### src/hw/rtl/tsag_divider.sv
module tsag_divider #(
   parameter int DIVIDEND_W = 24,
   parameter int DIVISOR_W  = 21
) (
   input  logic                  clock,
   input  logic                  reset,
   input  logic                  in_valid,
   input  logic [DIVIDEND_W-1:0] in_dividend,
   input  logic [DIVISOR_W-1:0]  divisor,
   output logic                  out_valid,
   output logic [DIVIDEND_W-1:0] out_quotient,
   output logic [DIVIDEND_W-1:0] out_remainder
);

   localparam int EXT_W = DIVIDEND_W + 1;

   logic                  valid_ff [DIVIDEND_W];
   logic [DIVIDEND_W-1:0] rem_ff   [DIVIDEND_W];
   logic [DIVIDEND_W-1:0] dq_ff    [DIVIDEND_W];
   logic [EXT_W-1:0]      divisor_ext;

   assign divisor_ext = EXT_W'(divisor);

   // one quotient bit per stage, restoring
   for (genvar k = 0; k < DIVIDEND_W; k++) begin : g_stage
      logic                  valid_in;
      logic [DIVIDEND_W-1:0] rem_prev;
      logic [DIVIDEND_W-1:0] dq_prev;
      logic [DIVIDEND_W-1:0] rem_in;
      logic [DIVIDEND_W-1:0] dq_in;
      logic [EXT_W-1:0]      part;
      logic                  take;

      if (k == 0) begin : g_first
         assign valid_in = in_valid;
         assign rem_prev = '0;
         assign dq_prev  = in_dividend;
      end else begin : g_next
         assign valid_in = valid_ff[k-1];
         assign rem_prev = rem_ff[k-1];
         assign dq_prev  = dq_ff[k-1];
      end

      assign part   = {rem_prev, dq_prev[DIVIDEND_W-1]};
      assign take   = part >= divisor_ext;
      assign rem_in = take ? DIVIDEND_W'(part - divisor_ext) : part[DIVIDEND_W-1:0];
      assign dq_in  = {dq_prev[DIVIDEND_W-2:0], take};

      always_ff @(posedge clock) begin
         if (reset) begin
            valid_ff[k] <= 1'b0;
         end else begin
            valid_ff[k] <= valid_in;
         end
         rem_ff[k] <= rem_in;
         dq_ff[k]  <= dq_in;
      end
   end

   // zero divisor: quotient 0, remainder is the dividend
   assign out_valid     = valid_ff[DIVIDEND_W-1];
   assign out_remainder = rem_ff[DIVIDEND_W-1];
   assign out_quotient  = (divisor == '0) ? '0 : dq_ff[DIVIDEND_W-1];

endmodule

### config.mk
export PLATFORM = sky130hd
export DESIGN_NAME = tsag_divider
export DESIGN_NICKNAME = d
export VERILOG_FILES = /design/src/hw/rtl/tsag_divider.sv
export SDC_FILE = /design/constraint.sdc
export NUM_CORES = 2
export LEC_CHECK = 0
export BUFFER_PORTS_ARGS = -buffer_cell sky130_fd_sc_hd__buf_2
export CAP_MARGIN = 0
export CORE_ASPECT_RATIO = 0.9
export CORE_MARGIN = 2
export CORE_UTILIZATION = 63
export DETAILED_ROUTE_END_ITERATION = 16
export PLACE_DENSITY = 0.79
export SYNTH_ARGS = -nofsm -noshare
export SYNTH_HDL_FRONTEND = slang
export SYNTH_SLANG_ARGS = --single-unit
### constraint.sdc
create_clock -name clock -period 5.5 [get_ports clock]
set_input_delay 1.1 -clock clock [delete_from_list [all_inputs] [get_ports clock]]
set_output_delay 1.1 -clock clock [all_outputs]
set_load 0.01 [all_outputs]
Word level (Yosys, flattened, before mapping)

Memory sizes are Yosys's and may differ from the RTL's.
Cells that the tools add are included.

Bitwise logic cells: 24
Equality and inequality tests: 0
Reductions and logical operators: 1
Multipliers: 0
Magnitude comparators: 24
Divide/modulo/power cells: 0
Shifts and indexed selects: 0
Multiplexer cells: 52
$add $sub $neg: 24

Operators with widths:

| operator         | number |
|---|---|
| $mux 24          | 25 |
| $ge 25x21->1     | 23 |
| $sub 24x21->24   | 23 |
| $mux 1           | 27 |
| $or 1x1->1       | 24 |
| $sub 1x21->22    | 1 |
| $ge 1x21->1      | 1 |
| $logic_not 21->1 | 1 |

Memories kept: 3
Memory bits (writable): 1,176
ROM bits: 0
Input port bits: 48
Bits in registers: 0
Latch bits: 0

Memories:

| name     | words | bits a word | read ports | clocked after Yosys merged registers in | wr ports | RTL line | RTL |
|---|---|---|---|---|---|---|---|
| dq_ff    | 24    | 24          | 24         | 0                                       | 24       | 19       | `logic [DIVIDEND_W-1:0] dq_ff [DIVIDEND_W];` |
| rem_ff   | 24    | 24          | 24         | 0                                       | 24       | 18       | `logic [DIVIDEND_W-1:0] rem_ff [DIVIDEND_W];` |
| valid_ff | 24    | 1           | 24         | 0                                       | 24       | 17       | `logic valid_ff [DIVIDEND_W];` |

Longest topological paths before layout

Word-level depth: 3
Mapped depth: 15
Depth with buffers taken out: 12

Worst setup path before layout

No wires, ideal clock.

Path kind: in2reg
Start: input port divisor[1]
End: memory rem_ff[10][3], in the netlist rem_ff[1][51]
Arrival: 4.447 ns
Path slack: 0.932 ns
Stages: 12
Cell sequence: inv_1 clkbuf_1 ha_1 nor2b_1 o31a_1 o311a_1 o41ai_2 o21ai_2 o311ai_2 nor2b_1 buf_4 mux2_2

RTL lines:

| item               | RTL line | RTL |
|---|---|---|
| start: declaration | 9        | `input logic [DIVISOR_W-1:0] divisor,` |
| end: declaration   | 18       |  |

Final worst setup path

Start: input port divisor[5]
End: output port out_quotient[18]

Cells in the longest elaborated chain, start to end: 2

Ends and longest elaborated chain:

| item             | RTL line | RTL |
|---|---|---|
| $logic_not 21->1 | 63       | `assign out_quotient = (divisor == '0) ? '0 : dq_ff[DIVIDEND_W-1];` |
| $mux 24          | 63       |  |
| end: declaration | 11       | `output logic [DIVIDEND_W-1:0] out_quotient,` |

No other way between the ends.

==> reports/qor.yml <==
outcome: "finished clean"
via_count: 42100
grt_setup_unrepaired: "false"
grt.overflow.total: 0
clkPwrFrac_pct: 25.2
drc_errors: 0
regArea_um2: 23500
power_density_nw_per_um2: 543
cp.required_ns: 4.40
worstSetupEndpointType: "primary output"
clkSinkCount: 1174
cp_cell_sequence: "buf_2 > nor4_1 > nand4_1 > or3_1 > nor4_2 > buf_4 > nor2b_1 > buf_2"
drive_gt1_share_pct: 10.2
synth_edf_count: 0
place_ws_ns: 0.687
multi_input_area_um2: 29400
fmax_mhz: 220
synthCells: 5687
crit_buf_inv: 3
synth_top_flop_cell: "dfxtp_1"
rows: 101
area_growth_pct: 11.5
min_path_type: "reg2reg"
syn_avg_cell_area_um2: 9.51
yosys_register_bits: 1174
switching_share_pct: 35.4
die_area_um2: 88200
share_comb_of_total_power_pct: 39.7
drtIter0Drc: 3086
grtUsageTotal_pct: 29.2
tns_ns: 0
synthArstFlopShare_pct: 0
nFillCells: 6420
pin_count: 97
ys_types: 102
seq_power_share_pct: 35.1
die_h_um: 282
total_power_mw: 32.7
clk_pin_slew_worst_paths_ns: 0.06
dp_hpwl_um: 95700
syn_area_um2: 54100
clk_latency_ns: 0.69
yosysTopAreaCellShare_pct: 43.4
ctsLongestPathBuffers: 3
cts_resized: 0
worst_pin_slew_ns: 1.34
cts_buffers: 112
start_util_pct: 63.9
synth_top_area_cell: "dfxtp_1"
max_stage_delay_ns: 0.55
drv_cap: 0
via_per_inst: 5.94
grt_pass1_wl_um: 208000
min_period_ns: 4.54
avgRoutedWirePerCell_um: 18.6
drt_pass1_iterations: 6
synthTopCellsByArea: "dfxtp_1, ha_1, a21oi_1"
skew_ns: 0.0216
antenna_found_initial: 3
startpoint_type: "input port"
critical_path.top_delay_family: "simple AND/OR/NAND/NOR gates"
worstPathArrival_ns: 3.44
fin_crit_sh_pct: 82.5
grt_pass1_vias: 40500
nets: 6410
core_um2: 84700
worstPathMaxFanout: 24
setup_slack_ns: 0.963
yosysSeqAreaShare_pct: 43.4
synthesis.nets: 6243
finalHoldViolations: 0
cpMostUsedCell: "buf_2"
slew_violations: 0
p_sw_mw: 11.6
criticalPathCategory: "in2out"
grt_max_degree: 41
routed_wl_um: 132000
cp_slowest_cell: "or3_1"
power.leakage_nw: 26.6
ys_warn_count: 0
port_buffers: 96
post_cts_buffers: 0
root_buffer: "clkbuf_16"
place.gp.congestion: 0.980
finalSetupViolations: 0
die_w_um: 313
maxSlewHeadroom_pct: 10.0
postCtsHoldBufs: 0
ir_drop_mv: 0.321
internal_power_mw: 21.1
cts_tree: "built"
cts_max_level: 3
ant_nets: 0
==> final timing paths <==
check / start / end / slack, ns / depth (start not counted)
setup / recovery: divisor[5] / out_quotient[18] / 0.96 / 8
hold / removal: dq_ff[3][20]$_DFF_P_ / dq_ff[4][21]$_DFF_P_ / 0.32 / 0
setup reg to reg: rem_ff[1][24]$_DFF_P_ / rem_ff[1][48]$_DFF_P_ / 2.05 / 10
hold reg to reg: dq_ff[3][20]$_DFF_P_ / dq_ff[4][21]$_DFF_P_ / 0.32 / 0
==> kinds of logic after synthesis <==
| kind of cell | share of synthesized area, % |
|---|---|
| xor+xnor | 6.69 |
| fa+ha+maj | 12.1 |
| simple gates | 13.7 |
| compound gates | 18.7 |
| flops | 43.4 |
| buf+inv | 2.29 |
| mux | 3.19 |
==> metrics by stage <==
step	utilization, %	cell area, um2	hold slack (ns)	instances
5_1_grt	71.2	60300	0.329	7081
4_1_cts	71.2	60300	0.323	7081
6_report	71.2	60300	0.317	7084
2_1_floorplan	-	54100	0.310	5687
3_3_place_gp	66.4	56300	0.309	6873
3_5_place_dp	66.4	56300	0.312	6873
==> cell usage in the layout, fill, tap and decap left out, types with 114 or more instances in the layout <==
cell type | Yosys | final
nor2b_1 | 128 | 127
inv_1 | 167 | 166
a21o_1 | 183 | 183
mux2_2 | 144 | 144
dfxtp_1 | 1174 | 1174
ha_1 | 485 | 485
nor2_1 | 431 | 431
xor2_1 | 171 | 171
xnor2_1 | 242 | 242
clkbuf_16 | 0 | 114
a21oi_1 | 567 | 564
nand2_1 | 389 | 389
o21ai_0 | 351 | 351
==> flip-flops by register name, summed over array words and instances (netlist names) <==
name      cells
dq_ff       576
rem_ff      574
valid_ff     24
==> power by group through the flow <==
stage / Combinational, mW / Clock, mW / Sequential [mW]
final: 13.0 / 8.24 / 11.5
after CTS: 12.8 / 8.38 / 11.5
after detailed placement: 12.6 / 0 / 11.6
after global placement: 12.4 / 0 / 11.6
after global routing: 14.4 / 8.72 / 11.6
after floorplan: 10.1 / 0 / 11.2
==> synth_stat cells (15+ instances only) <==
cell,instances
or4_1,20
o211ai_1,24
a21oi_1,567
nor2_1,431
a21o_1,183
nand3_1,108
o21ai_0,351
o21a_1,86
or3_1,15
o31a_1,33
a211oi_1,37
dfxtp_1,1174
o31ai_1,33
nand4_1,66
clkbuf_1,78
mux2_2,144
nand2_1,389
nor4_1,44
ha_1,485
inv_1,167
or2_2,24
xor2_1,171
xnor2_1,242
a2111oi_0,20
nor3_1,100
nand2b_1,80
o21bai_1,52
a31oi_1,49
and3_1,33
fa_1,23
nor2b_1,128
buf_2,40
==> final cells by class <==
cell class / count / area share, %
clock inverters: 66 / 1.50
repair buffers: 187 / 2.20
multi-input cells: 4209 / 48.7
diodes: 3 / 0.0124
inverters: 170 / 1.06
flip-flops and latches: 1174 / 39.0
clock buffers: 142 / 5.19
well taps: 1133 / 2.35
==> per-layer routing <==
layer  vias up  track usage [%]  wire length, um
met4         0             14.4             6660
met3       393             4.02             7850
met2      1361             49.8            61300
met1     19500             36.5            55700
met5         -                0                0
li1      20800                -                -
==> worst reg2reg max path, cell delays in order (launching register included) <==
cell and delay [ns]:
dfxtp_1 0.38, ha_1 0.27, nor2b_1 0.16, o31a_1 0.29, o311a_1 0.35, o41ai_2 0.45
o21ai_2 0.17, o311ai_2 0.25, nor2b_2 0.54, buf_4 0.32, mux2i_1 0.21
Note: power is estimated with default switching activity, not from simulation.
